==> src/hdl/slipd_pkg.sv <==
package slipd_pkg;

  // slip special characters
  localparam logic [7:0] SLIP_END     = 8'o300;
  localparam logic [7:0] SLIP_ESC     = 8'o333;
  localparam logic [7:0] SLIP_ESC_END = 8'o334;
  localparam logic [7:0] SLIP_ESC_ESC = 8'o335;

  // configuration register
  localparam int unsigned CFG_W = 13;
  localparam logic [CFG_W-1:0] CFG_RESET = 13'd4096;

  // token queue between front and back
  localparam int unsigned QUEUE_DEPTH = 4;
  localparam int unsigned QPTR_W      = 2;

  typedef enum logic {
    TOK_DATA = 1'b0,
    TOK_END  = 1'b1
  } tok_kind_t;

  typedef struct packed {
    tok_kind_t  kind;
    logic [7:0] data;
    logic       ovf;
  } token_t;

  typedef struct packed {
    logic [7:0] data_byte;
    logic       last;
    logic       empty_packet;
    logic       overflow;
  } result_t;

endpackage

==> src/hdl/slipd_front.sv <==
module slipd_front #(
  parameter int unsigned MAX_PACKET_BYTES = 4096
) (
  input  logic                        clk,
  input  logic                        rst,
  input  logic                        accept,
  input  logic [7:0]                  rx_byte,
  input  logic [slipd_pkg::CFG_W-1:0] max_raw_length,
  output logic                        tok_valid,
  output slipd_pkg::token_t           tok
);
  import slipd_pkg::*;

  localparam int unsigned CNT_W = $clog2(MAX_PACKET_BYTES + 1);
  localparam int unsigned LIM_W = (CNT_W > CFG_W) ? CNT_W : CFG_W;
  localparam logic [LIM_W-1:0] MAX_LIM = LIM_W'(MAX_PACKET_BYTES);

  logic             in_packet, in_packet_next;
  logic             escape_pending, escape_pending_next;
  logic [CNT_W-1:0] raw_count, raw_count_next;
  logic             too_long, too_long_next;

  logic             esc_b, tl_b;
  logic [CNT_W-1:0] cnt_b;
  logic [LIM_W-1:0] cfg_ext, limit;

  assign cfg_ext = LIM_W'(max_raw_length);
  assign limit   = (cfg_ext > MAX_LIM) ? MAX_LIM : cfg_ext;

  // an opening byte starts from clean packet state
  assign esc_b = in_packet ? escape_pending : 1'b0;
  assign cnt_b = in_packet ? raw_count : '0;
  assign tl_b  = in_packet ? too_long : 1'b0;

  always_comb begin
    in_packet_next      = in_packet;
    escape_pending_next = escape_pending;
    raw_count_next      = raw_count;
    too_long_next       = too_long;
    tok_valid           = 1'b0;
    tok.kind            = TOK_DATA;
    tok.data            = rx_byte;
    tok.ovf             = 1'b0;
    if (accept) begin
      if (rx_byte == SLIP_END) begin
        if (in_packet) begin
          tok_valid           = 1'b1;
          tok.kind            = TOK_END;
          tok.data            = '0;
          tok.ovf             = too_long;
          in_packet_next      = 1'b0;
          escape_pending_next = 1'b0;
          raw_count_next      = '0;
          too_long_next       = 1'b0;
        end
      end else begin
        in_packet_next      = 1'b1;
        escape_pending_next = esc_b;
        raw_count_next      = cnt_b;
        too_long_next       = tl_b;
        if (LIM_W'(cnt_b) >= limit) begin
          too_long_next = 1'b1;
        end else begin
          raw_count_next = cnt_b + 1'b1;
          if (esc_b) begin
            escape_pending_next = 1'b0;
            if (rx_byte == SLIP_ESC_END) begin
              tok_valid = 1'b1;
              tok.data  = SLIP_END;
            end else if (rx_byte == SLIP_ESC_ESC) begin
              tok_valid = 1'b1;
              tok.data  = SLIP_ESC;
            end
          end else if (rx_byte == SLIP_ESC) begin
            escape_pending_next = 1'b1;
          end else begin
            tok_valid = 1'b1;
          end
        end
      end
    end
  end

  always_ff @(posedge clk) begin
    if (rst) begin
      in_packet      <= 1'b0;
      escape_pending <= 1'b0;
      raw_count      <= '0;
      too_long       <= 1'b0;
    end else begin
      in_packet      <= in_packet_next;
      escape_pending <= escape_pending_next;
      raw_count      <= raw_count_next;
      too_long       <= too_long_next;
    end
  end

endmodule

==> src/hdl/slipd_queue.sv <==
module slipd_queue (
  input  logic              clk,
  input  logic              rst,
  input  logic              wr_en,
  input  slipd_pkg::token_t wr_tok,
  output logic              full,
  output logic              rd_valid,
  output slipd_pkg::token_t rd_tok,
  input  logic              rd_en
);
  import slipd_pkg::*;

  token_t            mem [QUEUE_DEPTH];
  logic [QPTR_W-1:0] wr_ptr, rd_ptr;
  logic [QPTR_W:0]   count;
  logic              do_wr, do_rd;

  assign full     = (count == (QPTR_W+1)'(QUEUE_DEPTH));
  assign rd_valid = (count != '0);
  assign rd_tok   = mem[rd_ptr];
  assign do_wr    = wr_en && !full;
  assign do_rd    = rd_en && rd_valid;

  always_ff @(posedge clk) begin
    if (do_wr) begin
      mem[wr_ptr] <= wr_tok;
    end
  end

  always_ff @(posedge clk) begin
    if (rst) begin
      wr_ptr <= '0;
      rd_ptr <= '0;
      count  <= '0;
    end else begin
      if (do_wr) wr_ptr <= wr_ptr + 1'b1;
      if (do_rd) rd_ptr <= rd_ptr + 1'b1;
      case ({do_wr, do_rd})
        2'b10:   count <= count + 1'b1;
        2'b01:   count <= count - 1'b1;
        default: count <= count;
      endcase
    end
  end

endmodule

==> src/hdl/slipd_back.sv <==
module slipd_back (
  input  logic               clk,
  input  logic               rst,
  input  logic               tok_valid,
  input  slipd_pkg::token_t  tok,
  output logic               tok_take,
  output logic               res_valid,
  output slipd_pkg::result_t res,
  input  logic               pop
);
  import slipd_pkg::*;

  logic       held_valid;
  logic [7:0] held_byte;
  logic       out_free, emit;
  result_t    res_next;

  assign out_free = !res_valid || pop;
  // a data word with nothing held needs no output slot
  assign tok_take = tok_valid &&
                    (out_free || (tok.kind == TOK_DATA && !held_valid));
  assign emit     = tok_take && (tok.kind == TOK_END || held_valid);

  always_comb begin
    res_next.data_byte    = held_byte;
    res_next.last         = 1'b0;
    res_next.empty_packet = 1'b0;
    res_next.overflow     = 1'b0;
    if (tok.kind == TOK_END) begin
      res_next.last = 1'b1;
      res_next.overflow = tok.ovf;
      if (!held_valid) begin
        res_next.data_byte    = '0;
        res_next.empty_packet = 1'b1;
      end
    end
  end

  always_ff @(posedge clk) begin
    if (emit) res <= res_next;
    if (tok_take && tok.kind == TOK_DATA) held_byte <= tok.data;
  end

  always_ff @(posedge clk) begin
    if (rst) begin
      held_valid <= 1'b0;
      res_valid  <= 1'b0;
    end else begin
      if (tok_take) held_valid <= (tok.kind == TOK_DATA);
      if (emit) begin
        res_valid <= 1'b1;
      end else if (pop) begin
        res_valid <= 1'b0;
      end
    end
  end

endmodule

==> src/hdl/slip_frame_decoder_unit.sv <==
// output: a decoded byte is held until the next decoded byte or the closing END
//   arrives; after that word is accepted it passes the token queue and result reg
// throughput: one input word per cycle while the queue has room, one result word
//   per cycle while popped, set by the byte classifier and the one-word output register
// reset: rst is synchronous; it empties the token queue and result register,
//   drops any open packet and sets max_raw_length back to 4096
module slip_frame_decoder_unit #(
  parameter int unsigned MAX_PACKET_BYTES = 4096
) (
  input  logic                        clk,
  input  logic                        rst,
  // byte input, queue style
  input  logic                        push,
  output logic                        full,
  input  logic [7:0]                  rx_byte,
  // result output, queue style
  output logic                        empty,
  input  logic                        pop,
  output logic [7:0]                  data_byte,
  output logic                        last,
  output logic                        empty_packet,
  output logic                        overflow,
  // configuration write channel (max_raw_length)
  input  logic                        cfg_valid,
  output logic                        cfg_ready,
  input  logic [slipd_pkg::CFG_W-1:0] cfg_data
);
  import slipd_pkg::*;

  logic [CFG_W-1:0] max_raw_length;

  logic    accept;
  logic    f_tok_valid;
  token_t  f_tok;
  logic    q_valid;
  token_t  q_tok;
  logic    b_take;
  logic    res_valid;
  result_t res;

  // the limit register is always writable
  assign cfg_ready = 1'b1;

  always_ff @(posedge clk) begin
    if (rst) begin
      max_raw_length <= CFG_RESET;
    end else if (cfg_valid && cfg_ready) begin
      max_raw_length <= cfg_data;
    end
  end

  // a word is taken whenever the token queue has room, even if it makes no token
  assign accept = push && !full;

  // front: escape handling, packet state and the length limit
  slipd_front #(
    .MAX_PACKET_BYTES(MAX_PACKET_BYTES)
  ) u_front (
    .clk            (clk),
    .rst            (rst),
    .accept         (accept),
    .rx_byte        (rx_byte),
    .max_raw_length (max_raw_length),
    .tok_valid      (f_tok_valid),
    .tok            (f_tok)
  );

  // short token queue lets the front keep taking bytes while results stall
  slipd_queue u_queue (
    .clk      (clk),
    .rst      (rst),
    .wr_en    (f_tok_valid),
    .wr_tok   (f_tok),
    .full     (full),
    .rd_valid (q_valid),
    .rd_tok   (q_tok),
    .rd_en    (b_take)
  );

  // back: one-behind hold so the final byte carries last, plus result register
  slipd_back u_back (
    .clk       (clk),
    .rst       (rst),
    .tok_valid (q_valid),
    .tok       (q_tok),
    .tok_take  (b_take),
    .res_valid (res_valid),
    .res       (res),
    .pop       (pop)
  );

  assign empty        = !res_valid;
  assign data_byte    = res.data_byte;
  assign last         = res.last;
  assign empty_packet = res.empty_packet;
  assign overflow     = res.overflow;

endmodule

==> config.mk <==
export PLATFORM = sky130hd
export DESIGN_NAME = slip_frame_decoder_unit
export DESIGN_NICKNAME = d
export VERILOG_FILES = /design/src/hdl/slipd_pkg.sv /design/src/hdl/slipd_front.sv /design/src/hdl/slipd_queue.sv /design/src/hdl/slipd_back.sv /design/src/hdl/slip_frame_decoder_unit.sv
export SDC_FILE = /design/constraint.sdc
export NUM_CORES = 1
export LEC_CHECK = 0
export BUFFER_PORTS_ARGS = -buffer_cell sky130_fd_sc_hd__buf_4
export CAP_MARGIN = 20
export CORE_MARGIN = 2
export CORE_UTILIZATION = 60
export CTS_BUF_LIST = sky130_fd_sc_hd__clkbuf_4
export CTS_CLUSTER_DIAMETER = 120
export CTS_CLUSTER_SIZE = 24
export DETAILED_ROUTE_END_ITERATION = 7
export PLACE_DENSITY_LB_ADDON = 0.3
export SYNTH_ARGS = -nofsm -noshare
export SYNTH_HDL_FRONTEND = slang
export SYNTH_HIERARCHICAL = 1
export SYNTH_SLANG_ARGS = --single-unit
==> constraint.sdc <==
create_clock -name clk -period 5.2 [get_ports clk]
set_clock_uncertainty 0.15 [all_clocks]
set_input_delay 1.04 -clock clk [delete_from_list [all_inputs] [get_ports clk]]
set_output_delay 1.04 -clock clk [all_outputs]
set_load 0.1 [all_outputs]
==> results_dict.tcl, run 1 <==
set metrics [dict create \
    outcome "complete, no violations" \
    grt_most_used_layer "met2" \
    placed_cell_area_um2 4950 \
    period_share_pct 82.0 \
    crit_family "compound AO/OA/AOI/OAI gates" \
    fmax_ghz 0.234 \
    cts_num_sinks 99 \
    fin_tns_setup_ns 0 \
    r2r_slack_ns 0.93 \
    cp_max_fo 23 \
    fin_crit_ns 4.27 \
    grt_usage_pct 22.3 \
    htreeDepth 3 \
    worstSetupPathType "reg -> reg" \
    power_mw 2.25 \
    drv_slew 0 \
    row_count 32 \
    gp_congestion 0.926 \
    die-area_um2 8440 \
    synth_edf_count 59 \
    design_area_um2 5090 \
    grt_overflow 0 \
    avgSynthCellArea_um2 11.8 \
    r2r_cells 17 \
    route.detailed.drc 0 \
    grt_use_met3_pct 4.03 \
    grt_max_degree 31 \
    vias_per_cell 5.79 \
    numPortBuffers 38 \
    drtAntennaViolNets 0 \
    hp-class "reg -> reg" \
    grt_antenna_before_repair 0 \
    cts.clk_slew.worst_paths_ns 0.17 \
    yosysTopAreaCell "edfxtp_1" \
    r2r-end "u_queue/count[2]" \
    post-route-util_pct 66.9 \
    ys_async_sr_fraction_pct 0 \
    critical_path_required_ns 5.45 \
    worst-path-buf-inv 4 \
    drt_wl_total_mm 9.10 \
    rr_startpoint "u_front/in_packet" \
    hold_buffers 0 \
    tightestPinTransition_ns 0.855 \
    layout-drive-gt1-share_pct 18.1 \
    endpoint "u_queue/count[2]" \
    clockRootBuffer "clkbuf_4" \
    dp_slack_ns 1.02 \
    wl_per_cell_um 17.1 \
    finalHoldViolCount 0 \
    endpoint_kind "register" \
    synth_cells 392 \
    fp.coreArea_um2 7610 \
    die_y_um 91.9 \
    dp.cells 516 \
    detail_route.iter0.violations 223 \
    diodes 0 \
    dpl.hpwl_mm 6.46 \
    synth.area.top_cells "edfxtp_1, dfxtp_1, ha_1" \
    top_level_ports 40 \
    area_growth_pct 9.78 \
    num_vias 3078 \
    insertion_delay_ns 0.45 \
    post-cts-setup-buffers 0 \
    drt-pass1-iter-count 5 \
    cts_tree "built" \
    die_w_um 91.9 \
    critPathArrivalTime_ns 4.51 \
    cp_num_cells 17 \
    cts.repair.resized 0 \
    synthFlopType "edfxtp_1" \
    ys_types 64 \
    slew-limit-headroom_pct 42.8 \
    cts_buffer_depth 2 \
    worstPathCellList "and2_1 -> ha_1 -> o21ai_1 -> a2111oi_1 -> a221oi_2 -> buf_4 -> and2_1 -> a21o_1 -> inv_2 -> nor2_2 -> inv_1 -> ha_1 -> inv_1 -> fa_1 -> xor2_1 -> or3_1 -> a21oi_1" \
    final_cells 532 \
    worstSetupStartpoint "u_front/in_packet" \
    grt_use_met2_pct 41.4 \
    grt_pass1_vias 3036 \
    yosys_warnings 6 \
    yosysSeqAreaShare_pct 55.5 \
    critPathMaxStageDelay_ns 0.80 \
    setup_ws_ns 0.934 \
    fin_hold_ws_ns 0.325 \
    rsz0062_at_grt "no" \
    grt_first_pass_wirelength_mm 14.5 \
    start_util_pct 60.9 \
    maxCapViolCount 0 \
    grt_use_met1_pct 25.2 \
    vdd_ir_drop_max_v 0.000186 \
    ys_seq_elements 99 \
    cp_slowest_cell "dfxtp_1" \
    netlist_area_um2 4630 \
    start_kind "register" \
    finalSetupViolCount 0 \
    cts_buffers 9 \
    nets 471 \
    power_density_nw_per_um2 442 \
    synth_top_cell_area_share_pct 38.2 \
    syn_nets 438 \
    power.leakage_nw 1.94 \
]
==> layout by cell type (no fill, tap or decap), drive strengths merged, types with 2 or more instances in the layout <==
| master | instances |
|---|---|
| nor2b | 7 |
| o41ai | 2 |
| o311ai | 2 |
| nand4 | 3 |
| and2 | 30 |
| dfxtp | 40 |
| nor3 | 7 |
| o211ai | 4 |
| a211oi | 3 |
| nand2b | 8 |
| o21a | 3 |
| and4 | 2 |
| buf | 41 |
| xor2 | 3 |
| inv | 16 |
| nor2 | 29 |
| nand2 | 41 |
| clkbuf | 10 |
| a32oi | 3 |
| mux2i | 13 |
| mux4 | 10 |
| nand3 | 10 |
| a211o | 2 |
| clkinv | 4 |
| ha | 19 |
| a21o | 2 |
| nor4 | 2 |
| nand4b | 2 |
| edfxtp | 59 |
| or3 | 4 |
| a21oi | 13 |
| a31oi | 4 |
| and3 | 3 |
| o21ai | 10 |
==> layout make-up <==
type | instances | area (µm²)
sequential | 99 | 2570
fill | 582 | 2520
multi-input combinational | 260 | 1890
timing repair buffer | 41 | 308
tap | 102 | 128
clock buffer | 10 | 75.1
clock inverter | 6 | 57.6
inverter | 14 | 52.6
==> synth_stat cells, types with 3 or more instances <==
library cell	instances
o21ai_0	3
a31oi_1	4
o211ai_1	4
buf_2	3
o21ai_1	7
dfxtp_1	40
nand4_1	3
mux2i_1	13
buf_4	4
a21oi_1	13
and2_1	30
nand3_1	9
nor3_1	7
buf_1	3
nand2_1	40
and3_1	3
nor2b_1	7
nor2_1	28
or3_1	4
nand2b_1	7
o21a_1	3
ha_1	19
mux4_2	10
clkbuf_1	6
inv_1	13
edfxtp_1	59
a32oi_1	3
xor2_1	3
==> power by group <==
part	internal [mW]	switching (mW)	total [mW]
logic	0.238	0.532	0.770
registers	1.01	0.0842	1.09
clock network	0.114	0.269	0.384
==> logic make-up after synthesis <==
family,count (synthesis),share of synthesized area (%)
adder cells (fa/ha/maj),20,5.56
multiplexers,23,7.67
AND/OR/NAND/NOR,154,17.6
other,1,0.0809
XOR/XNOR,4,0.756
flip-flops,99,55.5
AO/OA/AOI/OAI,58,9.21
buffers and inverters,33,3.62
==> state kept, by name, indices dropped and copies added (netlist names), 2 cells and up, named ones only <==
signal,cells
u_queue/mem,40
max_raw_length,13
u_front/raw_count,13
u_back/res,11
u_back/held_byte,8
u_queue/count,3
u_queue/rd_ptr,2
u_queue/wr_ptr,2
==> routing by layer <==
layer	part of all wire, %	vias up
li1	-	1497
met1	40	1484
met2	53	79
met3	4.0	18
met4	2.9	0
met5	0	-
==> worst min path at each step <==
stage                                 end  cells past startpoint  slack (ns)                  start
floorplan           u_front/raw_count[12]                      2        0.28  u_front/raw_count[12]
global placement    u_front/raw_count[12]                      2        0.30  u_front/raw_count[12]
detailed placement  u_front/raw_count[12]                      2        0.30  u_front/raw_count[12]
CTS                 u_front/raw_count[12]                      2        0.33  u_front/raw_count[12]
global route        u_front/raw_count[12]                      2        0.36  u_front/raw_count[12]
finish              u_front/raw_count[12]                      2        0.32  u_front/raw_count[12]
==> worst register-to-register path, delay by kind of cell, from the launching register on <==
family / cells / cell delay, ns
buffers and inverters: 4 / 0.41
adder cells (fa/ha/maj): 3 / 0.82
AND/OR/NAND/NOR: 4 / 0.85
AO/OA/AOI/OAI: 5 / 1.04
flip-flops: 1 / 0.80
XOR/XNOR: 1 / 0.16
Note: power is estimated with default switching activity, not from simulation.
==> run 2, diff against run 1 <==
--- a/config.mk
+++ b/config.mk
@@ -5,10 +5,11 @@
 export SDC_FILE = /design/constraint.sdc
 export NUM_CORES = 1
 export LEC_CHECK = 0
+export ABC_AREA = 1
 export BUFFER_PORTS_ARGS = -buffer_cell sky130_fd_sc_hd__buf_4
 export CAP_MARGIN = 20
 export CORE_MARGIN = 2
-export CORE_UTILIZATION = 60
+export CORE_UTILIZATION = 56
 export CTS_BUF_LIST = sky130_fd_sc_hd__clkbuf_4
 export CTS_CLUSTER_DIAMETER = 120
 export CTS_CLUSTER_SIZE = 24
==> constraint.sdc (replaced) <==
create_clock -name clk -period 3.7 [get_ports clk]
set_clock_uncertainty 0.15 [all_clocks]
set_input_delay 0.74 -clock clk [delete_from_list [all_inputs] [get_ports clk]]
set_output_delay 0.74 -clock clk [all_outputs]
set_load 0.1 [all_outputs]
==> run 2 against run 1 <==
  * The flow now finishes with violations (negative setup slack)
  * Synthesized area is 9.2% higher
  * Sequential share of layout area is 6.8 points lower
  * Highest routed layer unchanged
  * Register-to-register slack worse by 0.96 ns
  * Global-route usage is 1.8 points lower
  * Count of clock-buffer cells in the layout is 1 lower
  * First-iteration DRC count is 13% lower
  * Worst hold slack better by 0.0038 ns
  * Critical path type unchanged
  * Critical endpoint unchanged
  * Largest power group is now combinational cells
  * Sequential power is 49% higher
  * Combinational power is 140% higher
  * Worst setup slack worse by 0.96 ns
==> results_dict.tcl, run 2 <==
set metrics [dict create \
    drv_slew 0 \
    fin_crit_ns 3.73 \
    multiInputGateArea_um2 2200 \
    htreeDepth 3 \
    fmax_ghz 0.268 \
    cp_max_fo 6 \
    detail_route.iter0.violations 195 \
    p_sw_mw 1.81 \
    dpl.hpwl_mm 6.85 \
    setup_ws_ns -0.0292 \
    grt_antenna_before_repair 0 \
    synth.area.top_cells "edfxtp_1, dfxtp_1, nand2_1" \
    ff_latch_area_um2 2570 \
    vias_per_cell 5.29 \
    fin_hold_ws_ns 0.328 \
    grt_usage_pct 20.4 \
    hp-class "reg -> reg" \
    violations "negative setup slack" \
    synth_edf_count 59 \
    clockRootBuffer "clkbuf_4" \
    layout-drive-gt1-share_pct 23.8 \
    worstSetupPathType "reg -> reg" \
    yosysSeqAreaShare_pct 50.8 \
    endpoint_kind "register" \
    synth_commonest_cells "nand2_1, inv_1, nor2_1, edfxtp_1, dfxtp_1" \
    synth.most_common_cell "nand2_1" \
    cts_tree "built" \
    rsz0062_at_grt "yes" \
    reg_top3 "u_queue/mem x40, max_raw_length x13, u_front/raw_count x13" \
    max_flop_register "u_queue/mem" \
    drtAntennaViolNets 0 \
    cts.clk_slew.worst_paths_ns 0.15 \
    vdd_ir_drop_max_v 0.000362 \
    synth_top_cell_area_share_pct 35.0 \
    design_area_um2 5870 \
    row_count 34 \
    syn_nets 657 \
    gp_congestion 0.855 \
    fp.coreArea_um2 8720 \
    cts_buffer_depth 2 \
    grt_first_pass_wirelength_mm 16.2 \
    drt_wl_total_mm 10.4 \
    area_growth_pct 16.1 \
    nets 705 \
    p_sw_share_pct 44.8 \
    comb_power_share_pct 45.2 \
    netlist_area_um2 5060 \
    largest_reg_flops 40 \
    worst-path-buf-inv 4 \
    power_density_nw_per_um2 688 \
    drt-pass1-iter-count 5 \
    ys_seq_elements 99 \
    maxCapViolCount 0 \
    p_int_mw 2.23 \
    pwr-share-seq_pct 40.2 \
    yosys_warnings 6 \
    top_level_ports 40 \
    cts_num_sinks 99 \
    route.detailed.drc 0 \
    wl_per_cell_um 13.4 \
    numPortBuffers 38 \
    ys_types 39 \
    die-area_um2 9810 \
    yosysTopAreaCell "edfxtp_1" \
    diodes 0 \
    period_share_pct 101 \
    hold_buffers 0 \
    grt_max_degree 27 \
    start_util_pct 58.0 \
    grt_overflow 0 \
    power.leakage_nw 2.61 \
    power.share.clock_pct 14.6 \
    mostFrequentLayoutCells "nand2_1, inv_1, nor2_1" \
    cp_slowest_cell "dfxtp_2" \
    power_mw 4.04 \
    tightestPinTransition_ns 0.604 \
    post-route-util_pct 67.4 \
    final_common_cell "nand2_1" \
    insertion_delay_ns 0.43 \
    ys_async_sr_fraction_pct 0 \
    avgSynthCellArea_um2 8.28 \
    placed_cell_area_um2 5430 \
    outcome "finished with violations" \
    critPathMaxStageDelay_ns 0.37 \
    start_kind "register" \
    crit_family "simple AND/OR/NAND/NOR gates" \
    grt_pass1_vias 3895 \
    synthFlopType "edfxtp_1" \
    slew-limit-headroom_pct 59.6 \
    critical_path_required_ns 3.90 \
    num_vias 4083 \
    finalSetupViolCount 1 \
    critPathArrivalTime_ns 3.92 \
    die_y_um 99.1 \
    finalHoldViolCount 0 \
    synth_cells 611 \
    cts_buffers 9 \
    die_w_um 99.1 \
    nFillCells 676 \
]
run 2: cell count changes after synthesis, sizes merged, moves of 14 or more:
cell | before | now
and2 | 30 | 0
inv | 14 | 95
nand3 | 10 | 31
nand2 | 41 | 159
o21ai | 10 | 27
nor2 | 29 | 95
a21oi | 13 | 27
run 2: what timing repair did:
item                                    CTS  global route
buffers inserted                          0             5
resized for setup                         4            58
gates cloned                              1             3
endpoints found under the setup margin    2            14
pin swaps                                 0            25
hold endpoints to repair                  0             0
run 2: path summary, 6_finish.rpt:
check / startpoint / endpoint / slack (ns) / cells after the start
hold / removal: u_front/too_long / u_front/too_long / 0.33 / 2
hold reg to reg: u_front/too_long / u_front/too_long / 0.33 / 2
setup / recovery: max_raw_length[7] / u_queue/count[2] / -0.03 / 28
setup reg to reg: max_raw_length[7] / u_queue/count[2] / -0.03 / 28
run 2: cells by family after synthesis:
family	Yosys count	share of synthesized area [%]
other cells	1	0.0741
buf+inv	117	9.84
simple gates	302	26.2
compound gates	67	7.12
flops	99	50.8
fa+ha+maj	20	5.09
xor+xnor	5	0.865
run 2: stage by stage:
step,setup WS [ns],instances,setup TNS (ns)
5_1_grt,-0.274,772,-3.18
4_1_cts,0.0478,765,0
3_5_place_dp,-0.0972,748,-0.189
6_report,-0.0292,772,-0.0292
2_1_floorplan,0.117,611,0
3_3_place_gp,0.103,748,0
run 2: cell type report:
type	count	share of cell area (%)
Timing Repair Buffer	57	7.60
Clock buffer	9	1.15
Sequential cell	99	43.8
Clock inverter	7	1.43
Inverter	96	6.20
Multi-Input combinational cell	395	37.4
Timing Repair inverter	1	0.128
Tap cell	108	2.30
run 2: layer usage:
metal	wire length, µm	part of all wire, %	track usage [%]
met3	416	4.0	3.55
met1	4190	40	22.3
met2	5600	54	38.0
met5	0	0	0
met4	174	1.7	9.91
run 2: power by group through the flow:
stage	Combinational [mW]	Sequential [mW]	Clock, mW
2_1_floorplan	0.851	2.09	0
4_1_cts	1.68	1.62	0.602
3_5_place_dp	1.67	1.65	0
5_1_grt	1.98	1.65	0.646
3_3_place_gp	1.63	1.64	0
6_report	1.83	1.62	0.589
run 2: worst min-delay path, stage by stage (launching register included):
cell and delay, ns:
dfxtp_1 0.34, nand2_1 0.06, a21oi_1 0.05
